==> src/jets_pkg.sv <==
// shared types, constants and saturation helper for the joint external torque estimator
// no dependencies; every other file in src imports this package
`timescale 1ns / 1ps

package jets_pkg;

   localparam int DATA_W    = 32;
   localparam int CSR_IDX_W = 3;
   // width used for intermediate sums before saturation to 32 bits
   localparam int SAT_W     = 72;
   // register stages inside the friction datapath
   localparam int FRIC_LAT  = 7;

   typedef enum logic [CSR_IDX_W-1:0] {
      CSR_RESIDUAL_OFFSET  = 3'd0,
      CSR_DEADBAND_WIDTH   = 3'd1,
      CSR_COULOMB_POSITIVE = 3'd2,
      CSR_VISCOUS_POSITIVE = 3'd3,
      CSR_COULOMB_NEGATIVE = 3'd4,
      CSR_VISCOUS_NEGATIVE = 3'd5,
      CSR_INV_TRANS_SPEED  = 3'd6,
      CSR_FRICTION_ENABLE  = 3'd7
   } csr_index_type;

   typedef struct packed {
      logic signed [DATA_W-1:0] torque_residual;
      logic signed [DATA_W-1:0] joint_speed;
   } req_type;

   typedef struct packed {
      logic signed [DATA_W-1:0] bias_removed;
      logic signed [DATA_W-1:0] friction_estimate;
      logic signed [DATA_W-1:0] friction_removed;
      logic signed [DATA_W-1:0] external_torque;
      logic                     inside_deadband;
   } rsp_type;

   typedef struct packed {
      logic signed [DATA_W-1:0] residual_offset;
      logic [DATA_W-2:0]        deadband_width;
      logic signed [DATA_W-1:0] coulomb_positive;
      logic signed [DATA_W-1:0] viscous_positive;
      logic signed [DATA_W-1:0] coulomb_negative;
      logic signed [DATA_W-1:0] viscous_negative;
      logic [DATA_W-2:0]        inverse_transition_speed;
      logic                     friction_enable;
   } cfg_type;

   localparam logic signed [SAT_W-1:0] SAT_MAX =
      {{(SAT_W-DATA_W+1){1'b0}}, {(DATA_W-1){1'b1}}};
   localparam logic signed [SAT_W-1:0] SAT_MIN =
      {{(SAT_W-DATA_W+1){1'b1}}, {(DATA_W-1){1'b0}}};

   function automatic logic signed [DATA_W-1:0] sat32(input logic signed [SAT_W-1:0] x);
      logic signed [DATA_W-1:0] r;
      if (x > SAT_MAX) begin
         r = SAT_MAX[DATA_W-1:0];
      end else if (x < SAT_MIN) begin
         r = SAT_MIN[DATA_W-1:0];
      end else begin
         r = x[DATA_W-1:0];
      end
      return r;
   endfunction

endpackage

==> src/jets_deadband.sv <==
// deadband stage and output register of the torque estimator
// depends on jets_pkg for rsp_type and widths
`timescale 1ns / 1ps

module jets_deadband (
   input  logic                               clock,
   input  logic                               en,
   input  logic signed [jets_pkg::DATA_W-1:0] bias_removed,
   input  logic signed [jets_pkg::DATA_W-1:0] friction_estimate,
   input  logic signed [jets_pkg::DATA_W-1:0] friction_removed,
   input  logic [jets_pkg::DATA_W-2:0]        deadband_width,
   output jets_pkg::rsp_type                  rsp
);
   import jets_pkg::*;

   logic              negative;
   logic [DATA_W-1:0] mag;
   logic [DATA_W-1:0] shrunk;
   rsp_type           rsp_in, rsp_ff;

   assign negative = friction_removed[DATA_W-1];
   // magnitude of the most negative value still fits unsigned
   assign mag      = negative ? (~friction_removed + 1'b1) : friction_removed;
   assign shrunk   = mag - DATA_W'(deadband_width);

   always_comb begin
      rsp_in.bias_removed      = bias_removed;
      rsp_in.friction_estimate = friction_estimate;
      rsp_in.friction_removed  = friction_removed;
      rsp_in.external_torque   = friction_removed;
      rsp_in.inside_deadband   = 1'b0;
      if (deadband_width != '0) begin
         if (mag <= DATA_W'(deadband_width)) begin
            rsp_in.external_torque = '0;
            rsp_in.inside_deadband = 1'b1;
         end else begin
            rsp_in.external_torque = negative ? (~shrunk + 1'b1) : shrunk;
         end
      end
   end

   always_ff @(posedge clock) begin
      if (en) begin
         rsp_ff <= rsp_in;
      end
   end

   assign rsp = rsp_ff;

endmodule

==> config.mk <==
export PLATFORM = sky130hd
export DESIGN_NAME = jets_deadband
export DESIGN_NICKNAME = d
export VERILOG_FILES = /design/src/jets_pkg.sv /design/src/jets_deadband.sv
export SDC_FILE = /design/constraint.sdc
export NUM_CORES = 1
export LEC_CHECK = 0
export ABC_AREA = 1
export BUFFER_PORTS_ARGS = -buffer_cell sky130_fd_sc_hd__buf_4
export CORE_UTILIZATION = 25
export DETAILED_ROUTE_END_ITERATION = 10
export SLEW_MARGIN = 15
export SYNTH_ARGS = -nofsm -noshare
export SYNTH_HDL_FRONTEND = slang
export SYNTH_SLANG_ARGS = --single-unit
==> constraint.sdc <==
create_clock -name clock -period 4.95 [get_ports clock]
set_input_delay 0.7425 -clock clock [delete_from_list [all_inputs] [get_ports clock]]
set_output_delay 0.7425 -clock clock [all_outputs]
set_load 0.005 [all_outputs]
Word-level counts from Yosys, hierarchy flattened. Cells that the tools add are included.

Register bits after elaboration: 129. Output and inout bits: 129.

Add/sub/neg operators: 3. $lt $le $gt $ge: 1. Muxes and demuxes: 5. Bitwise gates (word level): 2. Reduce and logical (&&, ||, !) cells: 1.

Operators with widths (number): 32-bit two-way mux (3); 32-bit by 1-bit adder with 32-bit output, second input constant (2); 32-bit inverter (2); 33-bit two-way mux (1); 32-bit by 31-bit less-or-equal comparator with 1-bit output (1); 32-bit by 31-bit subtractor with 32-bit output (1); 31-bit nonzero test (1); 1-bit two-way mux (1).

Depth between registers and ports, before layout.
Depth in word-level cells: 9. Depth in mapped cells: 33.

Worst setup path before layout. Ideal clock, no wire load.

Kind: input port to flip-flop. Start: in friction_removed[0] (netlist bit). End: reg rsp_ff, in the netlist rsp[32] (data pin). Setup time: 0.253 ns. Data arrival time: 3.800 ns. Required time: 4.697 ns. Setup slack: 0.897 ns. Cell stages on the path: 27. Path buffers: 0. Cells stage by stage: inv_1 > ha_1 > nand3_1 > nor3_1 > nand2_1 > nor2_1 > nand2_1 > nor4_2 > nand3_1 > o31ai_1 > xnor2_1 > ha_1 > nand2_1 > nor2_1 > inv_1 > nor3_1 > nand3_1 > nand2_1 > nand2_1 > nand2_1 > nand2_1 > nor2_1 > nand2_1 > nand2_1 > nand3b_1 > nand3_1 > nand2_1.

RTL lines: start, declared (line jets_deadband.sv:10) `input logic signed [jets_pkg::DATA_W-1:0] friction_removed,`; end signal, assigned (line jets_deadband.sv:44) `rsp_ff <= rsp_in;`; end, declared (line jets_deadband.sv:19) `rsp_type rsp_in, rsp_ff;`.

==> out/results.tsv <==
metric	value	unit
period utilisation layout	92.8	%
max reg flops	129	
Reg clk slew, reported paths	0.06	ns
Max Slew Vio Count	0	
status	finished, final reports clean	
Seq/Total Area, Yosys	44.8	%
post-CTS sizing	0	
# port buffers	257	
Final Non-Filler Cells	1849	
synth warn	0	
RSZ-0062 raised after global routing	no	
DP Cell Count	1817	
vias in the first global route	7902	
Post-Route WL	28700	um
number of diodes	0	
Synth Cell Area	0.00866	sq mm
Final setup viols	0	
Post-synth EDFFs	129	
Worst Setup Start Kind	input port	
share of cells above drive strength 1	25.6	%
Post-Synth Adder-Cell Area	5.00	%
Synth Instances	1105	
Crit. End Element	register	
Compound-Gate Fraction of Synth Area	4.65	%
FF+latch count, synth	129	
cts-stage hold buffer count	0	
PwrDens	319	mW/mm^2
Tmin final	4.59	ns
number of CTS-inserted buffers	17	
vias per cell	4.38	
Final WS setup	0.357	ns
clk root buf	clkbuf_16	
Die ar.	0.0354	sq mm
routed len/inst	15.5	um
P_int	2.55	mW
critical path type	in -> reg	
CTS tree	yes	
clk buf depth	2	
leakage power	5.83	nW
Starting Density	25.6	%
RD Place Congestion	0.920	
Sw Pwr	1.21	mW
clk sinks	129	
placed cell area	0.0112	sq mm
pre-CTS worst setup slack	-0.0691	ns
first-pass GRT wire length	43400	um
initial antenna violation count	0	
hold_ws	0.500	ns
largest net degree at the start of global routing	91	
grt total ovfl	0	
drt drc	0	
Worst Max-Slew Pin Slew	0.872	ns
MaxCap Viol Count	0	
ANT nets after route	0	
drt pass-1 iters	6	
mux cell area share after synthesis	0	%
H-Tree Depth	4	
CP required	5.12	ns
post-synthesis simple-gate area fraction	30.7	%
Max IR drop VDD	232	uV
most frequent CP cell	nand2_1	
post-synthesis average cell area	7.83	sq um
Synth-to-Final Area Change	36.2	%
Reg power frac	36.4	%
total track usage	16.1	%
largest stage delay on the critical path	0.40	ns
main flop type after synthesis	edfxtp_1	
FFs w/ async S/R, synth	0	%
DP HPWL	24000	um
nets	1551	
Sw Ratio	32.2	%
final instance area	0.0118	sq mm
IO Pins	258	
Setup Fix Bufs, Post-CTS	0	
Core Region	0.0338	sq mm
XOR/XNOR share of the synthesized area	4.86	%
Synth cell types	37	
Worst EP arrival	4.76	ns
total power draw	3.76	mW
Slowest cell on crit path	ha_1	
Hold Fails Final Rpt	0	
Synthesized Nets	1268	
Clock power frac	31.9	%
Die Ht	188	um
Max Fanout on Critical Path	5	
Comb power frac	31.7	%
largest family of logic cells by synthesized area	simple AND/OR/NAND/NOR gates	
slew margin rel.	41.9	%
Die Wd	188	um
worst min path class	in -> reg	
vias	8099	
Peak Freq	0.218	GHz
Row Count	67	
DRT iter0 DRCs	370	
==> synthesized netlist by cell type, types with 6 or more instances <==
| library cell | n | share of area, % |
|---|---|---|
| xor2_1 | 40 | 4.0 |
| edfxtp_1 | 129 | 45 |
| nor4_1 | 8 | 0.58 |
| nand3_1 | 61 | 3.5 |
| nor3_1 | 12 | 0.69 |
| nand3b_1 | 15 | 1.3 |
| nand2_2 | 16 | 1.2 |
| clkbuf_1 | 6 | 0.26 |
| nor2_2 | 10 | 0.72 |
| inv_1 | 204 | 8.8 |
| a21oi_1 | 22 | 1.3 |
| ha_1 | 33 | 4.8 |
| xnor2_1 | 8 | 0.81 |
| o22ai_1 | 15 | 1.1 |
| nand2_1 | 362 | 16 |
| nand4_1 | 17 | 1.2 |
| nor2_1 | 83 | 3.6 |
| o21ai_0 | 24 | 1.4 |
==> final timing paths <==
path	from	endpoint	slack, ns	cells past startpoint
max	friction_removed[0]	rsp[29]$_DFFE_PP_	0.36	28
min	bias_removed[10]	rsp[107]$_DFFE_PP_	0.50	1
==> layout make-up <==
class / count / area (sq um)
Fill cell: 3486 / 22000
Multi-Input combinational cell: 756 / 3910
Sequential cell: 129 / 3870
Timing Repair Buffer: 276 / 2090
Inverter: 208 / 783
Tap cell: 448 / 561
Clock buffer: 18 / 429
Clock inverter: 14 / 141
==> per-stage QoR <==
stage	TNS [ns]	util, %
6_report	0	34.9
5_1_grt	0	34.9
3_3_place_gp	-0.294	33.2
4_1_cts	0	34.9
3_5_place_dp	-0.221	33.2
2_1_floorplan	0	-
==> cells by family (layout without fill, tap and decap cells) <==
| logic type | count (synthesis) | in the layout |
|---|---|---|
| buffers and inverters | 220 | 516 |
| adders and majority gates | 34 | 34 |
| DFF | 129 | 129 |
| and+or+nand+nor | 603 | 603 |
| xor gates and xnor gates | 48 | 48 |
| AOI/OAI and AO/OA | 71 | 71 |
==> power groups by stage <==
stage	clock (mW)	combinational, mW	sequential [mW]
final	1.20	1.19	1.37
after global routing	1.27	1.32	1.38
after CTS	1.23	1.19	1.37
after detailed placement	0	1.19	1.39
after global placement	0	1.18	1.39
after floorplan	0	0.649	1.40
==> routing by layer <==
metal  vias up  GRT usage [%]  share of wire (%)
met5         -              0                  0
met4         0           5.78                2.3
met3        36           2.83                5.9
met2       305           27.4                 47
met1      3662           20.2                 45
li1       4096              -                  -
==> worst max-delay path: cells and delay by family <==
family | cells | cell delay (ns)
xor gates and xnor gates | 1 | 0.16
AOI/OAI and AO/OA | 1 | 0.29
and+or+nand+nor | 21 | 2.76
buffers and inverters | 3 | 0.23
adders and majority gates | 2 | 0.56
==> cell usage in the layout (no fill, tap or decap), types with 5 or more instances in the layout <==
cell	n
nor2_2	10
nand2_1	362
nand4_1	17
nand3_1	61
edfxtp_1	129
a21oi_1	22
o21ai_2	5
o21ai_0	22
nor3_1	12
o22ai_1	15
nand3_2	5
nand2_2	16
nor2_1	83
nor4_1	8
buf_4	274
clkbuf_16	17
nand3b_1	15
inv_1	204
nand2_4	5
ha_1	33
xor2_1	40
xnor2_1	8
Power figures use the tool's default switching activity.
