### src/jets_pkg.sv
// shared types, constants and saturation helper for the joint external torque estimator
// no dependencies; every other file in src imports this package
`timescale 1ns / 1ps

package jets_pkg;

   localparam int DATA_W    = 32;
   localparam int CSR_IDX_W = 3;
   // width used for intermediate sums before saturation to 32 bits
   localparam int SAT_W     = 72;
   // register stages inside the friction datapath
   localparam int FRIC_LAT  = 7;

   typedef enum logic [CSR_IDX_W-1:0] {
      CSR_RESIDUAL_OFFSET  = 3'd0,
      CSR_DEADBAND_WIDTH   = 3'd1,
      CSR_COULOMB_POSITIVE = 3'd2,
      CSR_VISCOUS_POSITIVE = 3'd3,
      CSR_COULOMB_NEGATIVE = 3'd4,
      CSR_VISCOUS_NEGATIVE = 3'd5,
      CSR_INV_TRANS_SPEED  = 3'd6,
      CSR_FRICTION_ENABLE  = 3'd7
   } csr_index_type;

   typedef struct packed {
      logic signed [DATA_W-1:0] torque_residual;
      logic signed [DATA_W-1:0] joint_speed;
   } req_type;

   typedef struct packed {
      logic signed [DATA_W-1:0] bias_removed;
      logic signed [DATA_W-1:0] friction_estimate;
      logic signed [DATA_W-1:0] friction_removed;
      logic signed [DATA_W-1:0] external_torque;
      logic                     inside_deadband;
   } rsp_type;

   typedef struct packed {
      logic signed [DATA_W-1:0] residual_offset;
      logic [DATA_W-2:0]        deadband_width;
      logic signed [DATA_W-1:0] coulomb_positive;
      logic signed [DATA_W-1:0] viscous_positive;
      logic signed [DATA_W-1:0] coulomb_negative;
      logic signed [DATA_W-1:0] viscous_negative;
      logic [DATA_W-2:0]        inverse_transition_speed;
      logic                     friction_enable;
   } cfg_type;

   localparam logic signed [SAT_W-1:0] SAT_MAX =
      {{(SAT_W-DATA_W+1){1'b0}}, {(DATA_W-1){1'b1}}};
   localparam logic signed [SAT_W-1:0] SAT_MIN =
      {{(SAT_W-DATA_W+1){1'b1}}, {(DATA_W-1){1'b0}}};

   function automatic logic signed [DATA_W-1:0] sat32(input logic signed [SAT_W-1:0] x);
      logic signed [DATA_W-1:0] r;
      if (x > SAT_MAX) begin
         r = SAT_MAX[DATA_W-1:0];
      end else if (x < SAT_MIN) begin
         r = SAT_MIN[DATA_W-1:0];
      end else begin
         r = x[DATA_W-1:0];
      end
      return r;
   endfunction

endpackage

### src/jets_csr.sv
// configuration register file of the torque estimator
// depends on jets_pkg for the register index codes and the cfg_type struct
`timescale 1ns / 1ps

module jets_csr #(
   parameter int FRACTION_BITS = 16
) (
   input  logic                                clock,
   input  logic                                reset,
   input  logic                                csr_valid,
   input  logic [jets_pkg::CSR_IDX_W-1:0]      csr_index,
   input  logic [jets_pkg::DATA_W-1:0]         csr_data,
   output jets_pkg::cfg_type                   cfg
);
   import jets_pkg::*;

   // full blend at unit speed
   localparam logic [DATA_W-2:0] INV_SPEED_RESET = (DATA_W-1)'(1) << FRACTION_BITS;
   // only the reciprocal speed, just above the enable bit, resets nonzero
   localparam cfg_type CFG_RESET =
      cfg_type'({{(6*DATA_W-1){1'b0}}, INV_SPEED_RESET, 1'b0});

   cfg_type       cfg_ff;
   cfg_type       cfg_in;
   csr_index_type idx;

   assign idx = csr_index_type'(csr_index);

   always_comb begin
      cfg_in = cfg_ff;
      if (csr_valid) begin
         unique case (idx)
            CSR_RESIDUAL_OFFSET:  cfg_in.residual_offset = csr_data;
            CSR_DEADBAND_WIDTH:   cfg_in.deadband_width = csr_data[DATA_W-2:0];
            CSR_COULOMB_POSITIVE: cfg_in.coulomb_positive = csr_data;
            CSR_VISCOUS_POSITIVE: cfg_in.viscous_positive = csr_data;
            CSR_COULOMB_NEGATIVE: cfg_in.coulomb_negative = csr_data;
            CSR_VISCOUS_NEGATIVE: cfg_in.viscous_negative = csr_data;
            CSR_INV_TRANS_SPEED:  cfg_in.inverse_transition_speed = csr_data[DATA_W-2:0];
            CSR_FRICTION_ENABLE:  cfg_in.friction_enable = csr_data[0];
         endcase
      end
   end

   always_ff @(posedge clock) begin
      if (reset) begin
         cfg_ff <= CFG_RESET;
      end else begin
         cfg_ff <= cfg_in;
      end
   end

   assign cfg = cfg_ff;

endmodule

### config.mk
export PLATFORM = sky130hd
export DESIGN_NAME = jets_csr
export DESIGN_NICKNAME = d
export VERILOG_FILES = /design/src/jets_pkg.sv /design/src/jets_csr.sv
export SDC_FILE = /design/constraint.sdc
export NUM_CORES = 1
export LEC_CHECK = 0
export BUFFER_PORTS_ARGS = -buffer_cell sky130_fd_sc_hd__buf_2
export CORE_ASPECT_RATIO = 0.8
export CORE_MARGIN = 1.5
export CORE_UTILIZATION = 55
export DETAILED_ROUTE_END_ITERATION = 10
export PLACE_DENSITY = 0.85
export SLEW_MARGIN = 20
export SYNTH_ARGS = -nofsm -noshare
export SYNTH_HDL_FRONTEND = slang
export SYNTH_SLANG_ARGS = --single-unit
### constraint.sdc
create_clock -name clock -period 3.1 [get_ports clock]
set_clock_uncertainty 0.2 [all_clocks]
set_input_delay 0.31 -clock clock [delete_from_list [all_inputs] [get_ports clock]]
set_output_delay 0.31 -clock clock [all_outputs]
set_load 0.05 [all_outputs]
* Word-level counts from Yosys, hierarchy flattened
Index checks and enable logic that the tools add are counted.
Operators by class: reductions and logical operators 9, eq/ne operators 7
Operator list (number):
- AND reduction 2 bit | 8
- == test 3 bit (second input constant) | 4
- == test 3 x 2 -> 1 bit (second input constant) | 2
- == test 3 x 1 -> 1 bit (second input constant) | 1
- zero test 3 bit | 1
Word-level totals: word-level logic and storage cells 24, output and inout bits 223, bits in registers 223

* Logic depth before layout (Yosys ltp)
Gate-level depths: netlist (run 1).
depth in word-level cells 2, depth in mapped cells 5, mapped depth without buffers 2

* Worst setup path after synthesis (run 1)
No wires, ideal clock.
path type input port to flip-flop, start point input csr_index[1] in the netlist's numbering, end point register cfg_ff (netlist bit cfg[212]), setup slack 1.419 ns, stages 5, data arrival time 1.356 ns, library setup time 0.125 ns, path buffers 3, cells stage by stage buf_2 > or4b_4 > buf_6 > buf_12 > mux2i_1
On the way: longest elaborated chain between the ends 2
Ends and longest elaborated chain:
- from (decl) | line jets_csr.sv:11 | input logic [jets_pkg::CSR_IDX_W-1:0] csr_index,
- zero test 3 bit | line jets_csr.sv:32 | unique case (idx)
- AND reduction 2 bit (no source line)
- to (signal assigned) | line jets_csr.sv:49 | cfg_ff <= cfg_in;
- to (decl) | line jets_csr.sv:23 | cfg_type cfg_ff;
No other way between the ends. A chain may end at the register's enable or synchronous reset.

* Worst setup path after layout (run 1)
start point input csr_index[0] in the netlist's numbering, end point register cfg_ff (netlist bit cfg[76])
On the way: longest elaborated chain between the ends 2
Ends and longest elaborated chain (line):
- == test 3 bit | jets_csr.sv:32
- AND reduction 2 bit (no source line)
No other way between the ends.

==> summary.txt, run 1 <==
Power
  • Total power draw: 6.313 mW
  • Sequential power share: 46.9%
  • Share of power burned in the clock network: 43.3%
  • VDD IR-drop max: 0.3972 mV
  • Comb pwr share: 9.8%
  • Power Dens Cells: 576.8 mW/mm2
  • Leak: 5.948 nW
  • Sw Ratio: 24.59%
  • Cell internal pwr: 4.760 mW
  • NetSw: 1.553 mW

Die
  • # rows: 40
  • I/O Pins: 261
  • Die Ht: 115.3 um
  • CORE AREA: 0.01521 mm2
  • Chip width: 143.4 um
  • Initial Util: 57.02%
  • Die ar.: 0.01654 mm2

Place
  • DP Worst Slack: 1.041 ns
  • Buffers on Ports: 260
  • Placed Instances: 1197
  • Detail Placement HPWL: 14.56 mm
  • Post-placement cell area: 0.01016 mm2
  • GPL Wtd Cong: 0.8033

Critical path
  • Critical path type: in2reg
  • Worst-path cell chain: dlygate4sd3_1 > buf_2 > nand4bb_4 > mux2i_1
  • Crit Path Max Fanout: 32
  • Critical Path AT: 2.27 ns
  • Critical path startpoint category: input pin
  • CP max stage delay: 0.82 ns
  • Crit path required time: 3.29 ns
  • WP buf/inv: 2
  • Critical Path Sink Type: flip-flop
  • CP max-delay cell: nand4bb_4
  • Crit path max-delay family: simple AND/OR/NAND/NOR gates

Logic synthesis
  • Syn Area/Cell: 11.27 um2
  • Count of cell types in the netlist: 16
  • Yosys warns: 0
  • Number of synthesized register bits: 223
  • Net Count, Synth: 808
  • Area of the mapped netlist: 0.008676 mm2
  • Sequential-to-total area share from yosys stat: 51.46%
  • Synthesized instance count: 770

Timing
  • Final Hold Fails: 0
  • Fmax: 0.4801 GHz
  • Fin Setup TNS: 0 ns
  • Setup Viol. Count Final: 0
  • Final worst slack: 1.017 ns
  • Fin crit share: 67.19%
  • Minimum clock period: 2.083 ns
  • Slew headroom: 38.80%
  • Worst-Margin Slew: 0.9159 ns
  • RSZ-0062 raised after global routing: false
  • Slew Limit Fails: 0
  • Worst Hold Slack: 0.02865 ns

Global route
  • Total track usage: 25.28%
  • Vias in the first global route: 6005
  • Pin count of the biggest net entering global routing: 65
  • First-pass GRT wire length: 32.78 mm
  • GRT overflow: 0
  • Initial antenna violation count: 1

Finish
  • Largest register FFs: 223
  • Most frequent cells in the layout: buf_2, nand2b_1, mux2i_1, dfxtp_1, clkbuf_16
  • Most common cell after layout, fill and taps aside: buf_2
  • Final instance area: 0.01094 mm2
  • # nets final: 1051
  • Non-filler instance count after layout: 1239
  • Area Overhead vs Synth: 26.15%
  • Finished Core Util: 71.93%
  • Layout cells sized above 1: 31.03%
  • Filler Cells Inserted: 1152

CTS
  • CTS buffer count: 22
  • H-tree depth: 1
  • TritonCTS clock tree: yes
  • Root buf cell: clkbuf_16
  • Clock Latency Late Sink: 0.48 ns
  • Total clock sinks: 223
  • Max clock buf depth: 3
  • Post-cts repair resize count: 0
  • CTS clk-pin slew, worst paths: 0.06 ns
  • Setup Fix Bufs, Post-CTS: 0

Run status
  • Outcome: complete, no violations

Routing
  • Routed WL: 21.53 mm
  • Antenna viol nets, final: 0
  • Drt drc: 0
  • Per-cell routed wire length: 17.37 um
  • Via count: 6235
  • Drt first pass iters: 4
  • Drt first-iter violations: 262
  • Via-per-instance ratio: 5.032

Flow run
  • MaxCap Viol Count: 0

Worst hold path
  • Hold crit path type: in2reg
synthesized netlist by cell type, drive strengths merged:
cell type / count / area, um2
nand4b: 3 / 26.28
nor4b: 1 / 8.760
dfxtp: 223 / 4464
or4b: 1 / 13.76
nand4bb: 3 / 33.78
nor4bb: 1 / 10.01
clkbuf: 30 / 112.6
nand4: 1 / 6.260
nand2b: 254 / 1589
mux2i: 223 / 2232
buf: 28 / 171.4
nor2: 2 / 7.510
power groups by stage:
stage / logic (mW) / registers [mW] / clock network, mW
after floorplan: 0.230 / 3.24 / 0
after global placement: 0.610 / 3.02 / 0
after detailed placement: 0.614 / 3.02 / 0
after CTS: 0.619 / 2.96 / 2.78
after global routing: 0.647 / 2.97 / 2.91
final: 0.617 / 2.96 / 2.74
cells by family after synthesis:
logic type    Yosys count  share of synthesized area (%)
buf+inv                58                          3.274
flops                 223                          51.46
mux                   223                          25.73
simple gates          266                          19.54
worst paths after layout:
kind / from / slack, ns / end / depth (start not counted)
max: csr_index[0] / 1.02 / cfg[76] / 4
min: csr_data[5] / 0.03 / cfg[165] / 3
max reg2reg: cfg[153] / 2.22 / cfg[153] / 2
min reg2reg: cfg[187] / 0.27 / cfg[187] / 2
final cells by class:
type | instances | area [um2] | area share [%]
Sequential cell | 223 | 4464 | 40.79
Multi-Input combinational cell | 489 | 3981 | 36.38
Timing Repair Buffer | 277 | 1474 | 13.47
Clock buffer | 28 | 644.4 | 5.888
Tap cell | 210 | 262.8 | 2.401
Clock inverter | 11 | 115.1 | 1.052
Antenna cell | 1 | 2.502 | 0.02287
tightest hold or removal path: cells and delay by family:
kind                   cells  cell delay [ns]
muxes                      1             0.15
and+or+nand+nor            1             0.15
buffers and inverters      1             0.07
layer usage:
layer  GRT usage, %  wire length (um)  up-vias
li1               -                 -     3035
met5              0                 0        -
met4          9.388               740        0
met3          5.831              1324       52
met1          33.29              9711     2965
met2          40.71              9749      183
timing repair:
action | 4_1_cts | 5_1_grt
hold buffers | 2 | 0
endpoints found under the setup margin | 0 | 0
hold endpoints to repair | 2 | 0
Note: power is estimated with default switching activity, not from simulation.
==> run 2, diff against run 1 <==
- CORE_UTILIZATION: 55 -> 51
- PLACE_DENSITY: 0.85 -> 0.79
- clock period: 3.1 -> 2.2 ns (I/O delays scaled with it)
==> run 2 against run 1 <==
  * Final area rose by 1.6%
  * Non-clock buffer count rose by 25
  * Via count up 1.6%
  * Setup slack worse by 0.63 ns
  * Core utilization is 5.0 points lower
  * Count of clock-buffer cells in the layout grew 4
  * First-iteration DRC count is 11% lower
  * Critical path depth increased by 1
  * Final cell count increased by 2.5%
  * Sequential power up 41%
  * Largest cell class unchanged
==> summary.txt, run 2 (synthesis results as in run 1) <==
Routing
  • Drt first-iter violations: 232
  • Antenna viol nets, final: 0
  • Per-cell routed wire length: 17.58 um
  • Drt first pass iters: 4
  • Via-per-instance ratio: 4.988
  • Via count: 6335
  • Routed WL: 22.33 mm
  • Drt drc: 0

Die
  • I/O Pins: 261
  • Initial Util: 52.25%
  • CORE AREA: 0.01661 mm2
  • Chip width: 148.8 um
  • Die ar.: 0.01781 mm2
  • Die Ht: 119.7 um
  • # rows: 42

Timing
  • Worst Hold Slack: 0.0002967 ns
  • Minimum clock period: 1.814 ns
  • Final Hold Fails: 0
  • Worst-Margin Slew: 0.5109 ns
  • Fin Setup TNS: 0 ns
  • Slew headroom: 65.94%
  • Slew Limit Fails: 0
  • Fmax: 0.5513 GHz
  • RSZ-0062 raised after global routing: false
  • Setup Viol. Count Final: 0
  • Final worst slack: 0.3861 ns
  • Fin crit share: 82.45%

Critical path
  • Crit path required time: 2.36 ns
  • Critical path startpoint category: input pin
  • RR Startpoint: cfg[84]
  • Worst R2R Path Depth: 2
  • Critical path type: in2reg
  • Critical Path AT: 1.98 ns
  • Setup slack, reg-to-reg: 1.36 ns
  • Reg-to-Reg End: cfg[84]
  • Crit path to: cfg[76]
  • Critical Path Sink Type: flip-flop
  • Critical Path Start: csr_index[2]
  • Crit Path Max Fanout: 15

Power
  • VDD IR-drop max: 0.5345 mV
  • Power Dens Cells: 771.0 mW/mm2
  • Share of power burned in the clock network: 40.7%
  • Sequential power share: 48.7%
  • Cell internal pwr: 6.430 mW
  • NetSw: 2.145 mW
  • Comb pwr share: 10.6%
  • Sw Ratio: 25.01%
  • Leak: 6.022 nW

Global route
  • Pin count of the biggest net entering global routing: 51
  • Vias in the first global route: 6301
  • GRT overflow: 0
  • First-pass GRT wire length: 34.65 mm
  • Initial antenna violation count: 0
  • Total track usage: 24.53%

Finish
  • # nets final: 1076
  • Layout cells sized above 1: 30.29%
  • Multi-input logic area: 0.003981 mm2
  • Sequential Area: 0.004464 mm2
  • Filler Cells Inserted: 1298
  • Area Overhead vs Synth: 28.19%
  • Largest register FFs: 223
  • Most common cell after layout, fill and taps aside: buf_2
  • Most frequent cells in the layout: buf_2, nand2b_1, mux2i_1, dfxtp_1, clkbuf_16
  • N_diodes: 0

CTS
  • CTS buffer count: 22
  • TritonCTS clock tree: yes
  • CTS clk-pin slew, worst paths: 0.06 ns
  • Setup Fix Bufs, Post-CTS: 0
  • Total clock sinks: 223
  • Clock Latency Late Sink: 0.49 ns
  • H-tree depth: 1
  • Root buf cell: clkbuf_16
  • Max clock buf depth: 3

Place
  • Detail Placement HPWL: 15.07 mm
  • Buffers on Ports: 260
  • GPL Wtd Cong: 0.8124
  • DP Worst Slack: 0.3766 ns

Run status
  • Outcome: complete, no violations

Worst hold path
  • Hold crit path type: in2reg

Flow run
  • MaxCap Viol Count: 0
[run 2: layer usage]
metal  track usage (%)  up-vias  part of all wire (%)
li1                  -     3080                     -
met1             32.55     3026                    46
met2             38.95      189                    44
met3             6.996       40                   7.3
met4             6.993        0                   2.8
met5                 0        -                     0
[run 2: worst min path at each step]
stage	start	to	slack, ns	cells past startpoint
detailed placement	cfg[194]	cfg[194]	0.26	2
global placement	cfg[199]	cfg[199]	0.25	2
finish	csr_valid	cfg[0]	0.0003	3
floorplan	csr_data[16]	cfg[17]	0.18	2
global route	csr_data[14]	cfg[78]	0.02	3
CTS	csr_index[1]	cfg[0]	0.001	3
[run 2: what timing repair did]
action | 4_1_cts | 5_1_grt
hold buffers | 19 | 0
hold endpoints to repair | 75 | 0
endpoints found under the setup margin | 0 | 0
gates resized for setup | 0 | 0
[run 2: power by group through the flow]
| stage | registers, mW | clock network, mW | logic, mW |
|---|---|---|---|
| 3_5_place_dp | 4.26 | 0 | 0.882 |
| 5_1_grt | 4.18 | 3.72 | 0.954 |
| 6_report | 4.17 | 3.49 | 0.909 |
| 3_3_place_gp | 4.26 | 0 | 0.876 |
| 2_1_floorplan | 4.57 | 0 | 0.324 |
| 4_1_cts | 4.17 | 3.57 | 0.911 |
[run 2: cell type report]
cell class                      count  share of cell area (%)
Timing Repair Buffer              302                   15.66
Clock buffer                       32                   5.749
Tap cell                          220                   2.475
Sequential cell                   223                   40.14
Multi-Input combinational cell    489                   35.80
Clock inverter                      4                  0.1800
[run 2: stage by stage]
step / area (um2) / total power [mW] / instances / util [%]
2_1_floorplan: 8676 / 4.893 / 770 / -
3_3_place_gp: 10270 / 5.134 / 1215 / 61.86
3_5_place_dp: 10270 / 5.142 / 1215 / 61.86
4_1_cts: 11120 / 8.651 / 1270 / 66.98
5_1_grt: 11120 / 8.853 / 1270 / 66.98
6_report: 11120 / 8.575 / 1270 / 66.98
[run 2: critical path, stage by stage]
cell and delay, ns:
dlygate4sd3_1 0.55, buf_2 0.25, nand4bb_4 0.44, buf_4 0.37, mux2i_1 0.13
